**config.mk**
```make
export PLATFORM = sky130hd
export DESIGN_NAME = timed_blind_position_controller
export DESIGN_NICKNAME = d
export VERILOG_FILES = /design/src/rtl/core/tbpc_pkg.sv /design/src/rtl/core/timed_blind_position_controller.sv
export SDC_FILE = /design/constraint.sdc
export NUM_CORES = 1
export LEC_CHECK = 0
export ABC_AREA = 1
export BUFFER_PORTS_ARGS = -buffer_cell sky130_fd_sc_hd__buf_2
export CAP_MARGIN = 30
export CELL_PAD_IN_SITES_DETAIL_PLACEMENT = 0
export CELL_PAD_IN_SITES_GLOBAL_PLACEMENT = 1
export CORE_MARGIN = 4
export CORE_UTILIZATION = 40
export CTS_CLUSTER_DIAMETER = 60
export DETAILED_ROUTE_END_ITERATION = 16
export GPL_ROUTABILITY_DRIVEN = 0
export PLACE_DENSITY_LB_ADDON = 0.08
export SLEW_MARGIN = 20
export SYNTH_ARGS = -nofsm -noshare
export SYNTH_HDL_FRONTEND = slang
export SYNTH_SLANG_ARGS = --single-unit
```
**constraint.sdc**
```tcl
create_clock -name clock -period 8.1 [get_ports clock]
set_input_delay 0.81 -clock clock [delete_from_list [all_inputs] [get_ports clock]]
set_output_delay 0.81 -clock clock [all_outputs]
set_load 0.01 [all_outputs]
```
**src/rtl/core/tbpc_pkg.sv**
```systemverilog
// ----------------------------------------------------------------------------
// tbpc_pkg
// types and fixed widths shared by the timed blind position controller
// ----------------------------------------------------------------------------
`default_nettype none

package tbpc_pkg;

   // fixed field widths
   localparam int TIME_W     = 32;
   localparam int TRAVEL_W   = 20;
   localparam int OFFSET_W   = 16;
   localparam int OVERRUN_W  = 20;
   localparam int INTERVAL_W = 16;
   localparam int POS_PORT_W = 16;
   localparam int CSR_IDX_W  = 3;
   localparam int CSR_DATA_W = 20;

   // register indexes
   localparam logic [CSR_IDX_W-1:0] CSR_TRAVEL_UP   = 3'd0;
   localparam logic [CSR_IDX_W-1:0] CSR_TRAVEL_DOWN = 3'd1;
   localparam logic [CSR_IDX_W-1:0] CSR_OFFSET_UP   = 3'd2;
   localparam logic [CSR_IDX_W-1:0] CSR_OFFSET_DOWN = 3'd3;
   localparam logic [CSR_IDX_W-1:0] CSR_OVERRUN     = 3'd4;
   localparam logic [CSR_IDX_W-1:0] CSR_INTERVAL    = 3'd5;

   // register reset values
   localparam logic [TRAVEL_W-1:0]   TRAVEL_RESET   = 20'd30000;
   localparam logic [INTERVAL_W-1:0] INTERVAL_RESET = 16'd500;

   typedef enum logic [1:0] {
      OP_TICK   = 2'd0,
      OP_STOP   = 2'd1,
      OP_TOGGLE = 2'd2,
      OP_SET    = 2'd3
   } opcode_type;

   typedef enum logic [1:0] {
      MODE_IDLE = 2'd0,
      MODE_UP   = 2'd1,
      MODE_DOWN = 2'd2,
      MODE_END  = 2'd3
   } mode_type;

   typedef enum logic [1:0] {
      OPER_IDLE    = 2'd0,
      OPER_OPENING = 2'd1,
      OPER_CLOSING = 2'd2
   } oper_type;

   typedef enum logic [2:0] {
      S_IDLE = 3'd0,
      S_PREP = 3'd1,
      S_LOAD = 3'd2,
      S_MUL  = 3'd3,
      S_DIV  = 3'd4,
      S_EST  = 3'd5,
      S_EXEC = 3'd6,
      S_POST = 3'd7
   } state_type;

endpackage : tbpc_pkg

`default_nettype wire

```
**src/rtl/core/timed_blind_position_controller.sv**
```systemverilog
// ----------------------------------------------------------------------------
// timed_blind_position_controller
// time based blind position estimate and up/down relay control
// ----------------------------------------------------------------------------
// steps from accepted beat to result beat: prep, load, then mul, the divider and
//   est while the blind travels past its dead offset, then exec and post
// no new beat is taken until the previous one has reached post; the divider is
//   a bit-serial restoring divider that steps once per dividend bit
// a new beat is taken while the previous result still waits in the output
// reset (synchronous): position closed, idle, registers to their defaults
`default_nettype none

module timed_blind_position_controller
   import tbpc_pkg::*;
#(
   parameter int POSITION_BITS = 16
) (
   input  wire                         clock,
   input  wire                         reset,
   // configuration writes
   input  wire                         csr_write_en,
   input  wire  [CSR_IDX_W-1:0]        csr_index,
   input  wire  [CSR_DATA_W-1:0]       csr_write_data,
   // command beats
   input  wire                         req_valid,
   output logic                        req_stall,
   input  wire  [1:0]                  req_opcode,
   input  wire  [TIME_W-1:0]           req_time_ms,
   input  wire  [POS_PORT_W-1:0]       req_target_position,
   // result beats
   output logic                        rsp_valid,
   input  wire                         rsp_stall,
   output logic                        rsp_drive_up,
   output logic                        rsp_drive_down,
   output logic [POS_PORT_W-1:0]       rsp_position,
   output logic [1:0]                  rsp_operation,
   output logic                        rsp_report
);

   localparam int P         = POSITION_BITS;
   localparam int NUM_W     = TIME_W + P;       // dividend: elapsed * full scale
   localparam int DIV_STEPS = NUM_W;            // one quotient bit per cycle
   localparam int CNT_W     = $clog2(DIV_STEPS);
   localparam logic [P-1:0] FULL_POS = {P{1'b1}};
   localparam logic [P-1:0] MID_POS  = {1'b1, {(P-1){1'b0}}};

   // ---------------------------------------------------------------------------
   // configuration registers
   // ---------------------------------------------------------------------------
   logic [TRAVEL_W-1:0]   travel_up_ff, travel_down_ff;
   logic [OFFSET_W-1:0]   offset_up_ff, offset_down_ff;
   logic [OVERRUN_W-1:0]  overrun_ff;
   logic [INTERVAL_W-1:0] interval_ff;

   always_ff @(posedge clock) begin
      if (reset) begin
         travel_up_ff   <= TRAVEL_RESET;
         travel_down_ff <= TRAVEL_RESET;
         offset_up_ff   <= '0;
         offset_down_ff <= '0;
         overrun_ff     <= '0;
         interval_ff    <= INTERVAL_RESET;
      end else if (csr_write_en) begin
         case (csr_index)
            CSR_TRAVEL_UP:   travel_up_ff   <= csr_write_data;
            CSR_TRAVEL_DOWN: travel_down_ff <= csr_write_data;
            CSR_OFFSET_UP:   offset_up_ff   <= csr_write_data[OFFSET_W-1:0];
            CSR_OFFSET_DOWN: offset_down_ff <= csr_write_data[OFFSET_W-1:0];
            CSR_OVERRUN:     overrun_ff     <= csr_write_data;
            CSR_INTERVAL:    interval_ff    <= csr_write_data[INTERVAL_W-1:0];
            default: ;       // indexes past the list are dropped
         endcase
      end
   end

   // ---------------------------------------------------------------------------
   // sequencer
   // ---------------------------------------------------------------------------
   state_type state_ff, state_in;
   logic      go_div;            // travelling and past the dead offset
   logic      slot_free;         // output register empty or emptying now
   logic      rsp_valid_ff;      // output register holds a result beat
   logic [CNT_W-1:0] cnt_ff, cnt_in;

   assign slot_free = !rsp_valid_ff || !rsp_stall;

   always_comb begin
      state_in = state_ff;
      case (state_ff)
         S_IDLE: if (req_valid) state_in = S_PREP;
         S_PREP: state_in = S_LOAD;
         S_LOAD: state_in = go_div ? S_MUL : S_EXEC;
         S_MUL:  state_in = S_DIV;
         S_DIV:  if (cnt_ff == '0) state_in = S_EST;
         S_EST:  state_in = S_EXEC;
         S_EXEC: state_in = S_POST;
         S_POST: if (slot_free) state_in = S_IDLE;
         default: state_in = S_IDLE;
      endcase
   end

   logic do_capture, do_prep, do_load, do_mul, do_div, do_est, do_exec, do_post;

   always_comb begin
      req_stall  = 1'b1;
      do_capture = 1'b0;
      do_prep    = 1'b0;
      do_load    = 1'b0;
      do_mul     = 1'b0;
      do_div     = 1'b0;
      do_est     = 1'b0;
      do_exec    = 1'b0;
      do_post    = 1'b0;
      case (state_ff)
         S_IDLE: begin
            req_stall  = 1'b0;
            do_capture = req_valid;
         end
         S_PREP: do_prep = 1'b1;
         S_LOAD: do_load = 1'b1;
         S_MUL:  do_mul  = 1'b1;
         S_DIV:  do_div  = 1'b1;
         S_EST:  do_est  = 1'b1;
         S_EXEC: do_exec = 1'b1;
         S_POST: do_post = slot_free;
         default: ;
      endcase
   end

   always_ff @(posedge clock) begin
      if (reset) begin
         state_ff <= S_IDLE;
      end else begin
         state_ff <= state_in;
      end
   end

   // ---------------------------------------------------------------------------
   // captured beat
   // ---------------------------------------------------------------------------
   opcode_type        op_ff;
   logic [TIME_W-1:0] now_ff;
   logic [P-1:0]      tgt_ff;

   always_ff @(posedge clock) begin
      if (do_capture) begin
         op_ff  <= opcode_type'(req_opcode);
         now_ff <= req_time_ms;
         tgt_ff <= P'(req_target_position);   // masked or widened to the position width
      end
   end

   // ---------------------------------------------------------------------------
   // motion state
   // ---------------------------------------------------------------------------
   mode_type          mode_ff, mode_in;
   oper_type          oper_ff, oper_in;
   logic [P-1:0]      cur_ff, cur_in;
   logic [P-1:0]      goal_ff, goal_in;
   logic [P-1:0]      spos_ff, spos_in;
   logic [TIME_W-1:0] stime_ff, stime_in;
   logic [TIME_W-1:0] lrep_ff, lrep_in;
   logic              report_ff, report_in;
   logic              moving;

   assign moving = (mode_ff == MODE_UP) || (mode_ff == MODE_DOWN);

   // ---------------------------------------------------------------------------
   // timing front end: elapsed time, report gap, dead offset, dividend
   // ---------------------------------------------------------------------------
   logic [TIME_W-1:0]   elapsed_ff;
   logic                rep_due_ff;
   logic                end_done_ff;
   logic [TIME_W-1:0]   x_ff;
   logic [TRAVEL_W-1:0] full_ff;
   logic [OFFSET_W-1:0] off_sel;
   logic [TRAVEL_W-1:0] full_sel;
   logic [TIME_W-1:0]   rep_gap;

   assign rep_gap  = now_ff - lrep_ff;
   assign off_sel  = (mode_ff == MODE_UP) ? offset_up_ff : offset_down_ff;
   assign full_sel = (mode_ff == MODE_UP) ? travel_up_ff : travel_down_ff;
   assign go_div   = moving && (elapsed_ff >= TIME_W'(off_sel));

   always_ff @(posedge clock) begin
      if (do_prep) begin
         elapsed_ff <= now_ff - stime_ff;
         rep_due_ff <= rep_gap > TIME_W'(interval_ff);
      end
      if (do_load) begin
         end_done_ff <= elapsed_ff >= TIME_W'(overrun_ff);
         x_ff        <= elapsed_ff - TIME_W'(off_sel);
         // a zero travel time counts as one millisecond
         full_ff     <= (full_sel == '0) ? TRAVEL_W'(1) : full_sel;
      end
   end

   // ---------------------------------------------------------------------------
   // bit-serial restoring divider: (x * FULL) / travel, saturating at FULL
   // ---------------------------------------------------------------------------
   logic [NUM_W-1:0]    num_ff;
   logic [TRAVEL_W-1:0] rem_ff;
   logic [P-1:0]        quo_ff;
   logic                sat_ff;
   logic [TRAVEL_W:0]   trial;
   logic                trial_ge;

   assign trial    = {rem_ff, num_ff[NUM_W-1]};
   assign trial_ge = trial >= {1'b0, full_ff};
   assign cnt_in   = (state_ff == S_MUL) ? CNT_W'(DIV_STEPS - 1) : cnt_ff - 1'b1;

   always_ff @(posedge clock) begin
      if (do_mul) begin
         // x * (2^P - 1) as a shift and a subtract
         num_ff <= {x_ff, {P{1'b0}}} - NUM_W'(x_ff);
         rem_ff <= '0;
         sat_ff <= 1'b0;
         quo_ff <= '0;
      end else if (do_div) begin
         num_ff <= {num_ff[NUM_W-2:0], 1'b0};
         rem_ff <= trial_ge ? TRAVEL_W'(trial - {1'b0, full_ff}) : trial[TRAVEL_W-1:0];
         quo_ff <= {quo_ff[P-2:0], trial_ge};
         sat_ff <= sat_ff | quo_ff[P-1];   // quotient bit above full scale
      end
      if (do_mul || do_div) begin
         cnt_ff <= cnt_in;
      end
   end

   // ---------------------------------------------------------------------------
   // position estimate
   // ---------------------------------------------------------------------------
   logic [P-1:0] est_ff;
   logic [P-1:0] delta;
   logic [P:0]   up_sum;

   assign delta  = sat_ff ? FULL_POS : quo_ff;
   assign up_sum = {1'b0, spos_ff} + {1'b0, delta};

   always_ff @(posedge clock) begin
      if (do_load) begin
         est_ff <= cur_ff;   // held while idle or inside the dead offset
      end else if (do_est) begin
         if (mode_ff == MODE_UP) begin
            est_ff <= up_sum[P] ? FULL_POS : up_sum[P-1:0];
         end else begin
            est_ff <= (spos_ff >= delta) ? spos_ff - delta : '0;
         end
      end
   end

   // ---------------------------------------------------------------------------
   // command execution
   // ---------------------------------------------------------------------------
   logic         do_halt, do_retarget, reached;
   logic [P-1:0] new_tgt;
   mode_type     new_dir;

   always_comb begin
      mode_in     = mode_ff;
      oper_in     = oper_ff;
      cur_in      = cur_ff;
      goal_in     = goal_ff;
      spos_in     = spos_ff;
      stime_in    = stime_ff;
      lrep_in     = lrep_ff;
      report_in   = 1'b0;
      do_halt     = 1'b0;
      do_retarget = 1'b0;
      // toggle from rest heads to the far end from the midpoint
      new_tgt     = (op_ff == OP_TOGGLE) ? ((cur_ff >= MID_POS) ? '0 : FULL_POS) : tgt_ff;
      new_dir     = (new_tgt >= cur_ff) ? MODE_UP : MODE_DOWN;
      reached     = (mode_ff == MODE_UP) ? (est_ff >= goal_ff) : (est_ff <= goal_ff);

      case (op_ff)
         OP_TICK: begin
            if (moving) begin
               if (reached) begin
                  cur_in    = goal_ff;
                  oper_in   = OPER_IDLE;
                  report_in = 1'b1;
                  if ((goal_ff == '0 || goal_ff == FULL_POS) && overrun_ff != '0) begin
                     mode_in  = MODE_END;
                     stime_in = now_ff;
                  end else begin
                     mode_in = MODE_IDLE;
                  end
               end else begin
                  cur_in = est_ff;
                  if (rep_due_ff) begin
                     report_in = 1'b1;
                     lrep_in   = now_ff;
                  end
               end
            end else if (mode_ff == MODE_END && end_done_ff) begin
               mode_in = MODE_IDLE;
            end
         end
         OP_STOP: begin
            do_halt   = 1'b1;
            report_in = 1'b1;
         end
         OP_TOGGLE: begin
            do_retarget = (mode_ff == MODE_IDLE);
            do_halt     = (mode_ff != MODE_IDLE);
            report_in   = 1'b1;
         end
         OP_SET: begin
            do_retarget = 1'b1;
            report_in   = 1'b1;
         end
         default: ;
      endcase

      // a target equal to the stored position is a stop
      if (do_retarget && new_tgt == cur_ff) begin
         do_halt     = 1'b1;
         do_retarget = 1'b0;
      end
      if (do_halt) begin
         cur_in  = est_ff;
         mode_in = MODE_IDLE;
         oper_in = OPER_IDLE;
      end
      if (do_retarget) begin
         if (new_dir != mode_ff) begin
            mode_in  = new_dir;
            oper_in  = (new_dir == MODE_UP) ? OPER_OPENING : OPER_CLOSING;
            stime_in = now_ff;
            lrep_in  = now_ff;
            spos_in  = cur_ff;
         end
         goal_in = new_tgt;
      end
   end

   always_ff @(posedge clock) begin
      if (reset) begin
         mode_ff  <= MODE_IDLE;
         oper_ff  <= OPER_IDLE;
         cur_ff   <= '0;
         goal_ff  <= '0;
         spos_ff  <= '0;
         stime_ff <= '0;
         lrep_ff  <= '0;
      end else if (do_exec) begin
         mode_ff  <= mode_in;
         oper_ff  <= oper_in;
         cur_ff   <= cur_in;
         goal_ff  <= goal_in;
         spos_ff  <= spos_in;
         stime_ff <= stime_in;
         lrep_ff  <= lrep_in;
      end
   end

   always_ff @(posedge clock) begin
      if (do_exec) begin
         report_ff <= report_in;
      end
   end

   // ---------------------------------------------------------------------------
   // output register: holds the result beat, frees the engine
   // ---------------------------------------------------------------------------
   logic                  rsp_up_ff, rsp_down_ff, rsp_report_ff;
   logic [POS_PORT_W-1:0] rsp_pos_ff;
   logic [1:0]            rsp_oper_ff;

   always_ff @(posedge clock) begin
      if (reset) begin
         rsp_valid_ff <= 1'b0;
      end else if (do_post) begin
         rsp_valid_ff <= 1'b1;
      end else if (!rsp_stall) begin
         rsp_valid_ff <= 1'b0;
      end
   end

   always_ff @(posedge clock) begin
      if (do_post) begin
         // at the endstop the relay of the reached end stays on
         rsp_up_ff     <= (mode_ff == MODE_UP) || (mode_ff == MODE_END && cur_ff == FULL_POS);
         rsp_down_ff   <= (mode_ff == MODE_DOWN) || (mode_ff == MODE_END && cur_ff != FULL_POS);
         rsp_pos_ff    <= POS_PORT_W'(cur_ff);
         rsp_oper_ff   <= oper_ff;
         rsp_report_ff <= report_ff;
      end
   end

   assign rsp_valid      = rsp_valid_ff;
   assign rsp_drive_up   = rsp_up_ff;
   assign rsp_drive_down = rsp_down_ff;
   assign rsp_position   = rsp_pos_ff;
   assign rsp_operation  = rsp_oper_ff;
   assign rsp_report     = rsp_report_ff;

`ifndef NO_ASSERTIONS
   a_relays_exclusive: assert property (@(posedge clock) disable iff (reset)
      rsp_valid |-> !(rsp_drive_up && rsp_drive_down))
      else $error("both relays driven");

   a_opening_drives_up: assert property (@(posedge clock) disable iff (reset)
      (rsp_valid && rsp_operation == OPER_OPENING) |-> (rsp_drive_up && !rsp_drive_down))
      else $error("opening without up relay");

   a_rem_below_divisor: assert property (@(posedge clock) disable iff (reset)
      (state_ff == S_DIV) |-> (rem_ff < full_ff))
      else $error("divider remainder not below divisor");

   a_endstop_at_end: assert property (@(posedge clock) disable iff (reset)
      (mode_ff == MODE_END) |-> (cur_ff == '0 || cur_ff == FULL_POS))
      else $error("endstop overrun away from an end");
`endif

endmodule : timed_blind_position_controller

`default_nettype wire

```
After elaboration in Yosys (flattened, before gate mapping)
Index checks and enable logic that the tools add are counted.
- input bits: 78
- latch bits: 0
- register bits after elaboration: 493
- output and inout port bits: 23
- bits in writable memories: 0
- ROM bits: 0
- logic and storage cells: 189
- memories: 0
- equal/unequal tests: 28
- add/sub/neg operators: 8
- $mul: 0
- bitwise logic cells: 1
- div/mod/pow operators: 0
- reductions and logical operators: 38
- muxes and demuxes: 70
- shifts and indexed selects: 0
- $lt $le $gt $ge: 9
- operators with widths (cell ; count):
    32-bit two-way mux ; 12
    16-bit two-way mux ; 13
    48-bit two-way mux ; 2
    32-bit subtractor ; 2
    16-bit >= comparator ; 3
    48-bit by 32-bit subtractor with 48-bit output ; 1
    20-bit two-way mux ; 2
    16-bit == test, second input constant ; 2
    32-bit by 16-bit >= comparator with 1-bit output ; 1
    32-bit by 20-bit >= comparator with 1-bit output ; 1
    32-bit by 16-bit greater-than comparator with 1-bit output ; 1
    2-bit two-way mux ; 16
    32-bit by 16-bit subtractor with 32-bit output ; 1
    3-bit one-hot mux with 8 select lines ; 1
    21-bit by 20-bit >= comparator with 1-bit output ; 1
    20-bit logical NOT ; 1
    20-bit nonzero test ; 1
    20-bit subtractor ; 1
    3-bit == test, second input constant ; 6
    16-bit by 16-bit adder with 17-bit output ; 1
    1-bit two-way mux ; 17
    16-bit == test ; 1
    16-bit >= comparator, second input constant ; 1
    16-bit less-or-equal comparator ; 1
    other kinds (24) ; 65

Depth between registers and ports, before layout
Gate-level depths: netlist of the first run.
- word-level depth: 10
- depth in mapped cells: 24

Worst setup path after synthesis of the first run
OpenSTA, ideal clock, no wires.
- kind: reg-to-reg
- start: register state_ff[0]
- end: register est_ff[0] (enable)
- period minus slack after synthesis: 5.074 ns
- setup slack: 3.026 ns
- data arrival time: 4.663 ns
- data required time: 7.689 ns
- cell stages (with the launch flop): 7
- cell sequence: dfxtp_1 -> inv_1 -> nand2_1 -> nor2_1 -> clkinv_1 -> clkbuf_1 -> o21ai_0
- cells in the longest elaborated chain, start to end: 3
- RTL lines (what ; line ; source):
    start, declared ; timed_blind_position_controller.sv:79 ; state_type state_ff, state_in;
    start signal, assigned ; timed_blind_position_controller.sv:134 ; state_ff <= state_in;
    3-bit by 2-bit == test with 1-bit output or 3-bit == test (tied branches) ; timed_blind_position_controller.sv:114 ; case (state_ff)
    1-bit two-way mux ; timed_blind_position_controller.sv:114 ;
    2-bit nonzero test (no source line) (*) ; -- ;
    end signal, assigned ; timed_blind_position_controller.sv:242 ; est_ff <= cur_ff;
    end signal, assigned ; timed_blind_position_controller.sv:245 ; est_ff <= up_sum[P] ? FULL_POS : up_sum[P-1:0];
    end signal, assigned ; timed_blind_position_controller.sv:247 ; est_ff <= (spos_ff >= delta) ? spos_ff - delta : '0;
    end, declared ; timed_blind_position_controller.sv:233 ; logic [P-1:0] est_ff;
Every way passes the cells marked *; elsewhere a longest branch is shown, timed or not.
A chain may end at the register's enable or synchronous reset.

Worst setup path in the final report of the first run
- start: register mode_ff[1]
- end: register state_ff[2]
- cells in the longest elaborated chain, start to end: 6
- RTL lines (what ; line ; source):
    start, declared ; timed_blind_position_controller.sv:156 ; mode_type mode_ff, mode_in;
    start signal, assigned ; timed_blind_position_controller.sv:347 ; mode_ff <= mode_in;
    2-bit by 1-bit == test with 1-bit output ; timed_blind_position_controller.sv:166, timed_blind_position_controller.sv:181 ;
    16-bit two-way mux ; timed_blind_position_controller.sv:181 ; assign off_sel = (mode_ff == MODE_UP) ? offset_up_ff : offset_down_ff;
    32-bit by 16-bit >= comparator with 1-bit output ; timed_blind_position_controller.sv:183 ; assign go_div = moving && (elapsed_ff >= TIME_W'(off_sel));
    1-bit logical AND (*) ; timed_blind_position_controller.sv:183 ;
    3-bit two-way mux (*) ; timed_blind_position_controller.sv:92 ; S_LOAD: state_in = go_div ? S_MUL : S_EXEC;
    3-bit one-hot mux with 8 select lines (*) ; timed_blind_position_controller.sv:89 ; case (state_ff)
Marked as above.

==> summary.txt, run 1 <==
number of setup buffers added after CTS -> 0
Hold Vio Cnt, Final -> 0
Rows -> 102
Fin Setup TNS -> 0 ns
HP Start -> req_target_position[14]
Yosys Warn Count -> 0
initial antenna violation count -> 1
Max-Cap Viols -> 0
DR pass1 iterations -> 6
Critical Path Most Common Cell -> nand2_1
Hold WS -> 0.3765 ns
number of global-route vias before repair -> 26554
Max transition margin -> 0.3877
first-iteration detailed-routing DRC count -> 2068
Post-synth EDFFs -> 228
share of cells above drive strength 1 -> 0.06668
critical path class -> reg -> reg
fin crit share -> 0.5342
DRC violations left -> 0
critical path, cell by cell -> inv_1, ha_1, buf_4, inv_2, buf_4, nand2_1, o21ai_0, ha_1, a21o_1, a21oi_1, o21ai_0, nor2_1, nand2_1, o21ai_0, nand2_1, nand2_1, nor2_1, nor3_1
Max Fclk -> 231.1 MHz
r2r setup slk -> 3.77 ns
Adder-Cell Fraction of Synth Area -> 0.09359
main combinational cell family by area after synthesis -> simple AND/OR/NAND/NOR gates
Die Area -> 82950 um^2
CTS tree -> done
mapped cell area -> 31360 um^2
largest cells by area after synthesis -> edfxtp_1, dfxtp_1, nand2_1
XOR/XNOR Fraction of Synth Area -> 0.03630
Synth Flop Type -> dfxtp_1
final antenna-violating net count -> 0
remaining global-route overflow -> 0
Vert. Die Dim -> 288.0 um
vias per std cell -> 5.150
Net count, final -> 4619
synth cell count leaders -> nand2_1, nor2_1, inv_1
Mean Syn Cell Area -> 7.369 um^2
WHS Path Cells -> 1
clock root buffer -> clkbuf_16
Synth Area in Compound Gates -> 0.1483
clock buffer depth -> 3
Critical Path Start -> mode_ff[1]
Final Critical Period -> 4.327 ns
total core area -> 77590 um^2
Critical Path RT -> 8.62 ns
cell count after synthesis -> 4256
RR Endpoint -> state_ff[2]
io pins -> 101
Synth async-reset ratio -> 0
first-pass GRT wire length -> 152.4 mm
Hold Path Class -> in -> reg
Post-DP HPWL -> 72.28 mm
most numerous cell in the Yosys netlist -> nand2_1
Synth area leader -> edfxtp_1
hold buffers post-CTS -> 0
CTS sink count -> 493
fin. max-slew vios -> 0
slew at the pin closest to its max-slew limit -> 0.9174 ns
Area Overhead vs Synth -> 11.97%
post-synthesis simple-gate area fraction -> 0.2516
CP max FO -> 48
mux cell area share after synthesis -> 0.0003192
status -> finished, final reports clean
Die W -> 288.0 um
arrival time worst endpoint -> 4.84 ns
Reg clk slew, reported paths -> 0.06 ns
Synth Net Count -> 4565
RSZ-0062 raised after global routing -> no
Lkg Pwr -> 14.85 nW
CP endpoint kind -> flop
sequential-to-total area share from yosys stat -> 0.3875
Netlist cell types -> 60
GRT Overall Usage -> 0.2328
Yosys reg bits -> 493
largest net degree at the start of global routing -> 105
slowest CP cell -> buf_4
Resized Gates After CTS -> 0
Post-Route WL -> 97.67 mm
max incr delay on CP -> 0.49 ns
Clock Skew -> 0.03241 ns
# H-tree levels -> 3
Startpoint Class -> flop
TritonCTS Buffers -> 68
routed len/inst -> 18.07 um
power density cells -> 335.1 nW/um^2
Synth top area share -> 0.2183
initial cell density of the core -> 0.4042
hold endpoint -> tgt_ff[14]
# port buffers -> 100
dpl cells -> 5275
insertion delay to the later sink of the worst-skew pair -> 0.61 ns
via count -> 27835
Finish-stage setup viols -> 0
Final Non-Filler Cells -> 5405
Max VDD drop -> 166.0 uV
worst reg2reg path startpoint -> mode_ff[1]
Worst Reg2Reg Path Length in Cells -> 18
-- worst max-delay path: cells and delay by family (launching register included) --
kind                     cells  cell delay [ns]
adder cells (fa/ha/maj)      2             0.58
buffers and inverters        4             1.23
AND/OR/NAND/NOR              7             0.76
flip-flops                   1             0.45
AO/OA/AOI/OAI                5             1.18
-- cells by family after synthesis --
group                    Yosys count
adder cells (fa/ha/maj)          231
AND/OR/NAND/NOR                 1875
XOR/XNOR                         130
AO/OA/AOI/OAI                    866
buffers and inverters            660
multiplexers                       1
flip-flops                       493
-- worst max-delay path by stage --
stage                  endpoint  slack [ns]
CTS                 state_ff[2]        3.76
global placement    state_ff[2]        3.87
floorplan             est_ff[0]        3.03
finish              state_ff[2]        3.77
global route           x_ff[26]        3.40
detailed placement  state_ff[2]        3.80
-- routing by layer --
metal	vias up	wire, um	GRT usage
li1	14300	-	-
met1	12838	48700	0.3433
met2	589	42630	0.3639
met3	108	4360	0.02827
met4	0	1988	0.05362
met5	-	0	0
-- layout by cell type, fill, tap and decap left out, types with 43 or more instances in the layout --
cell         n
a21oi_1    383
buf_2      100
clkbuf_16   70
dfxtp_1    265
edfxtp_1   228
ha_1       225
inv_1      498
nand2_1    929
nand3_1    171
nand4_1     87
nor2_1     531
nor3_1      59
o21ai_0    306
xnor2_1     43
xor2_1      87
-- cell type report --
| cell class | instances | area, um^2 |
|---|---|---|
| clock buffers | 93 | 1878 |
| flip-flops and latches | 493 | 12150 |
| repair buffers | 131 | 805.8 |
| fillers | 8090 | 42480 |
| clock inverters | 31 | 371.6 |
| well taps | 1040 | 1301 |
| multi-input cells | 3103 | 16670 |
| diodes | 1 | 2.502 |
| inverters | 513 | 1931 |
-- registers in the layout, summed over array words and instances, names as in the netlist, 32 cells and up --
signal and cells:
lrep_ff 32, stime_ff 32, num_ff 48, now_ff 32
elapsed_ff 32, x_ff 32
-- power by group --
group / total, mW / internal [mW] / switching (mW)
Sequential: 3.71 / 3.30 / 0.405
Clock: 2.99 / 1.81 / 1.18
Combinational: 5.07 / 1.71 / 3.35
-- stage by stage --
stage               total power, mW    util  area, um^2  setup slack (ns)
floorplan                     7.321       -       31360             3.026
global placement              8.772  0.4220       32750             3.873
detailed placement            8.733  0.4222       32760             3.803
CTS                           11.81  0.4512       35010             3.763
global route                  12.72  0.4525       35110             3.403
finish                        11.77  0.4526       35120             3.773
(Power assumes the default switching activity.)
==> run 2, diff against run 1 <==
==> constraint.sdc (replaced) <==
create_clock -name clock -period 3.8 [get_ports clock]
set_input_delay 0.38 -clock clock [delete_from_list [all_inputs] [get_ports clock]]
set_output_delay 0.38 -clock clock [all_outputs]
set_load 0.01 [all_outputs]
==> run 2 against run 1 <==
Net effect:
- final cell count rose by 1.5%
- sequential cell count unchanged
- register-to-register slack worse by 3.4 ns
==> summary.txt, run 2 (synthesis gave the netlist of run 1 again) <==
Hold Vio Cnt, Final -> 0 (unchanged)
Seq pwr share -> 0.315 (about the same)
insertion delay to the later sink of the worst-skew pair -> 0.62 ns (about the same)
first-pass GRT wire length -> 153.7 mm (+0.83%)
# H-tree levels -> 3 (unchanged)
pre-CTS setup slack -> 0.1870 ns (-3.616 ns)
n_diodes -> 0 (-1)
initial antenna violation count -> 0 (-1)
Fin Setup TNS -> 0 ns (unchanged)
initial cell density of the core -> 0.4042 (unchanged)
fillers -> 8047 (-0.53%)
Sw Share -> 0.4224 (+0.002870)
Net count, final -> 4698 (+1.7%)
Rows -> 102 (unchanged)
Post-DP Area -> 33050 um^2 (+0.87%)
total core area -> 77590 um^2 (unchanged)
share of cells above drive strength 1 -> 0.07246 (+0.005775)
CTS tree -> done
clock buffer depth -> 3 (unchanged)
final antenna-violating net count -> 0 (unchanged)
wire length on met2 -> 44.24 mm (+3.8%)
Max VDD drop -> 560.5 uV (+240%)
clock network power share -> 0.247 (-0.007)
vias per std cell -> 5.131 (-0.36%)
final setup margin -> 0.3606 ns (-3.412 ns)
Hold Path Class -> in -> reg
Psw -> 10.57 mW (+110%)
Die Area -> 82950 um^2 (unchanged)
Comb pwr share -> 0.438 (+0.007)
Max transition margin -> 0.4280 (+0.04031)
CP max FO -> 6 (-88%)
CTS sink count -> 493 (unchanged)
Post-DP HPWL -> 74.16 mm (+2.6%)
max reg flops -> 48 (unchanged)
met3 WL post-DR -> 4.550 mm (+4.4%)
largest register by flop count -> num_ff
status -> finished, final reports clean
DR pass1 iterations -> 5 (-1)
Final Critical Period -> 3.439 ns (-0.8877 ns)
number of global-route vias before repair -> 26960 (+1.5%)
slew at the pin closest to its max-slew limit -> 0.8580 ns (-0.05941 ns)
routed len/inst -> 17.94 um (-0.72%)
# port buffers -> 100 (unchanged)
most frequent cells in the layout -> nand2_1, nor2_1, inv_1, a21oi_1, o21ai_0
critical path class -> reg -> reg
GRT Overall Usage -> 0.2350 (+0.002231)
Max Fclk -> 290.8 MHz (+26%)
via count -> 28141 (+1.1%)
number of setup buffers added after CTS -> 0 (unchanged)
Final Instance Area -> 35730 um^2 (+1.8%)
end-of-flow core utilization -> 0.4605 (+0.007949)
Clock Skew -> 0.02540 ns (-0.007012 ns)
remaining global-route overflow -> 0 (unchanged)
Area Overhead vs Synth -> 13.94%
Post-Route WL -> 98.39 mm (+0.74%)
Finish-stage setup viols -> 0 (unchanged)
Vert. Die Dim -> 288.0 um (unchanged)
fin. max-slew vios -> 0 (unchanged)
RSZ-0062 raised after global routing -> no
Startpoint Class -> flop
Reg clk slew, reported paths -> 0.06 ns (about the same)
Highest Signal Layer -> met4
Lkg Pwr -> 15.17 nW (+2.2%)
Max-Cap Viols -> 0 (unchanged)
io pins -> 101 (unchanged)
largest net degree at the start of global routing -> 69 (-34%)
first-iteration detailed-routing DRC count -> 1853 (-10%)
power density cells -> 700.3 nW/um^2 (+110%)
Critical Path RT -> 4.15 ns (-4.47 ns)
TritonCTS Buffers -> 67 (-1.5%)
clock root buffer -> clkbuf_16
internal power -> 14.45 mW (+110%)
arrival time worst endpoint -> 3.79 ns (-1.05 ns)
DRC violations left -> 0 (unchanged)
CP endpoint kind -> flop
fin crit share -> 0.9051 (+0.3709)
most common cell after layout, fill and taps aside -> nand2_1
Die W -> 288.0 um (unchanged)
wire length on met1 -> 47.56 mm (-2.3%)
==> run 2: layout make-up <==
class | instances | area (um^2) | area share
Multi-Input combinational cell | 3103 | 16670 | 0.4666
Sequential cell | 493 | 12150 | 0.3401
Inverter | 513 | 1932 | 0.05406
Clock buffer | 91 | 1867 | 0.05224
Timing Repair Buffer | 211 | 1506 | 0.04216
Tap cell | 1040 | 1301 | 0.03642
Clock inverter | 33 | 302.8 | 0.008474
==> run 2: per-stage QoR <==
step                      instances  hold WS, ns  total power [mW]
final                          5484      0.03423             25.02
after global routing           5484     0.001012             27.03
after CTS                      5483     0.006784             25.24
after detailed placement       5310       0.4230             18.82
after global placement         5310       0.4354             18.89
after floorplan                4256       0.4003             15.60
==> run 2: what timing repair did <==
action / 4_1_cts / 5_1_grt
hold buffers: 49 / 0
resized for setup: 0 / 3
endpoints found under the setup margin: 0 / 5
hold endpoints to repair: 49 / 0
==> run 2: critical path: stages, from the launching register on <==
cell	delay, ns
edfxtp_1	0.51
ha_1	0.43
a21oi_1	0.20
o21bai_1	0.11
nor2_1	0.25
inv_1	0.10
nand2_1	0.07
nand2_1	0.08
xor2_1	0.18
ha_1	0.30
nand2_1	0.05
inv_1	0.07
nand3_1	0.07
nor2_1	0.13
nand3_1	0.09
nand2_1	0.12
nand2_1	0.07
nor2_1	0.10
nand4_1	0.10
nor2_1	0.10
nand4_1	0.07
==> run 2: final timing paths <==
path / from / to / slack (ns) / depth (start not counted)
worst max-delay path: now_ff[3] / rep_due_ff / 0.36 / 20
worst max register to register: now_ff[3] / rep_due_ff / 0.36 / 20
worst min register to register: oper_ff[1] / rsp_operation[1] / 0.44 / 0
worst min-delay path: req_time_ms[11] / now_ff[11] / 0.03 / 1
==> run 2: power by group through the flow <==
| stage | sequential [mW] | clock, mW | combinational, mW |
|---|---|---|---|
| 6_report | 7.87 | 6.19 | 11.0 |
| 5_1_grt | 7.98 | 6.57 | 12.5 |
| 4_1_cts | 7.88 | 6.37 | 11.0 |
| 3_5_place_dp | 7.97 | 0 | 10.9 |
| 3_3_place_gp | 7.97 | 0 | 10.9 |
| 2_1_floorplan | 7.61 | 0 | 7.99 |
==> run 2: metal layers <==
layer	vias to the layer above	track usage
met5	-	0
met2	580	0.3769
li1	14459	-
met3	112	0.03436
met4	0	0.05720
met1	12990	0.3336
==> run 3, diff against run 2 <==
--- a/config.mk
+++ b/config.mk
@@ -11,12 +11,12 @@
 export CELL_PAD_IN_SITES_DETAIL_PLACEMENT = 0
 export CELL_PAD_IN_SITES_GLOBAL_PLACEMENT = 1
 export CORE_MARGIN = 4
-export CORE_UTILIZATION = 40
+export CORE_UTILIZATION = 43
 export CTS_CLUSTER_DIAMETER = 60
 export DETAILED_ROUTE_END_ITERATION = 16
 export GPL_ROUTABILITY_DRIVEN = 0
 export PLACE_DENSITY_LB_ADDON = 0.08
-export SLEW_MARGIN = 20
+export SLEW_MARGIN = 15
 export SYNTH_ARGS = -nofsm -noshare
 export SYNTH_HDL_FRONTEND = slang
 export SYNTH_SLANG_ARGS = --single-unit
==> run 3 against run 2 <==
Net effect:
- critical path depth is 2 higher
- die area shrank 6.8%
- setup slack got worse by 0.11 ns
- sequential cell count did not move
- maximum frequency down 3.1%
- critical path type unchanged
- largest power group unchanged
- highest routed layer unchanged
==> summary.txt, run 3 (synthesis gave the netlist of run 1 again) <==
Lkg Pwr -> 15.22 nW (+0.33%)
remaining global-route overflow -> 0 (unchanged)
Reg clk slew, reported paths -> 0.05 ns (about the same)
CP Depth -> 22 (+10%)
end-of-flow core utilization -> 0.4975 (+0.03695)
Post-Route WL -> 96.93 mm (-1.5%)
worst reg2reg path startpoint -> now_ff[0]
Fin Setup TNS -> 0 ns (unchanged)
insertion delay to the later sink of the worst-skew pair -> 0.61 ns (about the same)
Crit path buffers/inverters -> 3 (+1)
DR pass1 iterations -> 5 (unchanged)
critical path class -> reg -> reg
Top delay family on crit path -> simple AND/OR/NAND/NOR gates
fin crit share -> 0.9345 (+0.02941)
Clock Skew -> 0.03326 ns (+0.007861 ns)
clock buffer depth -> 3 (unchanged)
clock root buffer -> clkbuf_16
TritonCTS Buffers -> 66 (-1.5%)
Critical Path Start -> now_ff[0]
RSZ-0062 raised after global routing -> yes
number of global-route vias before repair -> 27237 (+1.0%)
Die W -> 278.1 um (-3.5%)
vias per std cell -> 5.240 (+2.1%)
RR Endpoint -> rep_due_ff
critical path, cell by cell -> inv_1, ha_1, fa_1, nor3_1, nor2_1, inv_1, nand2_1, nand2_1, xor2_1, ha_1, nand2_1, inv_1, nand3_1, a31oi_1, nor2_1, nand2_1, nand2_1, nand2_1, nor2_1, nand4_1, nor2_1, nand4_1
most frequent cells in the layout -> nand2_1, nor2_1, inv_1, a21oi_1, o21ai_0
Post-DP HPWL -> 72.02 mm (-2.9%)
Max VDD drop -> 461.3 uV (-18%)
final antenna-violating net count -> 0 (unchanged)
CP Capture Point -> rep_due_ff
slew at the pin closest to its max-slew limit -> 0.9764 ns (+0.1185 ns)
fillers -> 7390 (-8.2%)
GRT Overall Usage -> 0.2441 (+0.009112)
Finish-stage setup viols -> 0 (unchanged)
Hold Vio Cnt, Final -> 0 (unchanged)
first-iteration detailed-routing DRC count -> 2114 (+14%)
Max Fclk -> 281.6 MHz (-3.1%)
largest net degree at the start of global routing -> 84 (+22%)
Die Area -> 77320 um^2 (-6.8%)
io pins -> 101 (unchanged)
Max-Cap Viols -> 0 (unchanged)
CTS sink count -> 493 (unchanged)
routed len/inst -> 17.96 um (about the same)
power density cells -> 704.5 nW/um^2 (+0.60%)
Max transition margin -> 0.3431 (-0.08497)
max incr delay on CP -> 0.46 ns (-0.05 ns)
Net count, final -> 4702 (+0.085%)
largest register by flop count -> num_ff
final setup margin -> 0.2489 ns (-0.1118 ns)
CTS tree -> done
Worst Reg2Reg Path Length in Cells -> 22 (+10%)
Area Overhead vs Synth -> 13.97% (about the same)
fin. max-slew vios -> 0 (unchanged)
slowest CP cell -> fa_1
pre-CTS setup slack -> 0.2092 ns (+0.02228 ns)
CP max FO -> 4 (-2)
# port buffers -> 100 (unchanged)
Rows -> 98 (-3.9%)
Critical Path RT -> 4.12 ns (-0.03 ns)
r2r setup slk -> 0.25 ns (-0.11 ns)
share of cells above drive strength 1 -> 0.07488 (+0.002425)
initial antenna violation count -> 1 (+1)
CP endpoint kind -> flop
Hold Path Class -> in -> reg
status -> finished, final reports clean
Final Total Pwr -> 25.18 mW (+0.63%)
max reg flops -> 48 (unchanged)
arrival time worst endpoint -> 3.88 ns (+0.09 ns)
Final Critical Period -> 3.551 ns (+0.1118 ns)
# H-tree levels -> 3 (unchanged)
total core area -> 71850 um^2 (-7.4%)
via count -> 28287 (+0.52%)
most common cell after layout, fill and taps aside -> nand2_1
Critical Path Most Common Cell -> nand2_1
DRC violations left -> 0 (unchanged)
initial cell density of the core -> 0.4365 (+0.03229)
Vert. Die Dim -> 278.1 um (-3.5%)
Startpoint Class -> flop
first-pass GRT wire length -> 152.1 mm (-1.0%)
==> run 3: cell count changes in the layout (fill, tap and decap cells not counted), moves of 3 or more <==
cell        delta
inv_6          -4
clkinvlp_4     +4
clkinv_1       -3
inv_4          +3
clkinv_4       -3
buf_4          +3
==> run 3: area by class of cell <==
type | instances | area [um^2] | area share
multi-input cells | 3104 | 16690 | 0.4671
flip-flops and latches | 493 | 12150 | 0.3400
inverters | 513 | 1932 | 0.05405
clock buffers | 90 | 1887 | 0.05279
repair buffers | 215 | 1558 | 0.04358
well taps | 950 | 1189 | 0.03325
clock inverters | 32 | 330.3 | 0.009241
diodes | 1 | 2.502 | 0.00007001
==> run 3: stage by stage <==
step / cell area, um^2 / std cells / hold slack, ns
2_1_floorplan: 31370 / 4256 / 0.4003
3_3_place_gp: 32930 / 5220 / 0.4256
3_5_place_dp: 32960 / 5221 / 0.4081
4_1_cts: 35660 / 5391 / 0.003270
5_1_grt: 35740 / 5397 / 0.006944
6_report: 35740 / 5398 / 0.03265
==> run 3: per-layer routing <==
metal	share of wire	global-route usage	routed length, um	up-vias
met1	0.49	0.3502	47240	13129
met3	0.044	0.02986	4244	128
met4	0.022	0.06200	2171	0
met2	0.45	0.3928	43270	572
met5	0	0	0	-
li1	-	-	-	14458
==> run 3: worst reg2reg max path, stage by stage, from the launching register on <==
cell and delay (ns):
edfxtp_1 0.35, inv_1 0.10, ha_1 0.27, fa_1 0.46
nor3_1 0.21, nor2_1 0.11, inv_1 0.09, nand2_1 0.05
nand2_1 0.10, xor2_1 0.24, ha_1 0.27, nand2_1 0.06
inv_1 0.06, nand3_1 0.06, a31oi_1 0.07, nor2_1 0.11
nand2_1 0.06, nand2_1 0.12, nand2_1 0.06, nor2_1 0.12
nand4_1 0.10, nor2_1 0.09, nand4_1 0.09
==> run 3: how the worst min path moves through the flow <==
| stage | slack [ns] | cells after the start | startpoint | end |
|---|---|---|---|---|
| 2_1_floorplan | 0.40 | 0 | report_ff | rsp_report |
| 3_3_place_gp | 0.43 | 0 | oper_ff[1] | rsp_operation[1] |
| 3_5_place_dp | 0.41 | 0 | report_ff | rsp_report |
| 4_1_cts | 0.003 | 1 | req_time_ms[12] | now_ff[12] |
| 5_1_grt | 0.007 | 1 | req_time_ms[12] | now_ff[12] |
| 6_report | 0.03 | 1 | req_time_ms[11] | now_ff[11] |
==> run 3: repair_timing <==
item                                   CTS  global route
hold buffers                            48             0
setup endpoints to repair                0            53
endpoints found under the hold margin   48             0
buffers inserted                         0             4
gates resized for setup                  0             6
==> run 3: where the power goes <==
part | internal [mW] | leakage [nW] | switching [mW]
Combinational | 3.76 | 9.91 | 7.27
Sequential | 7.04 | 4.24 | 0.817
Clock | 3.80 | 1.08 | 2.49
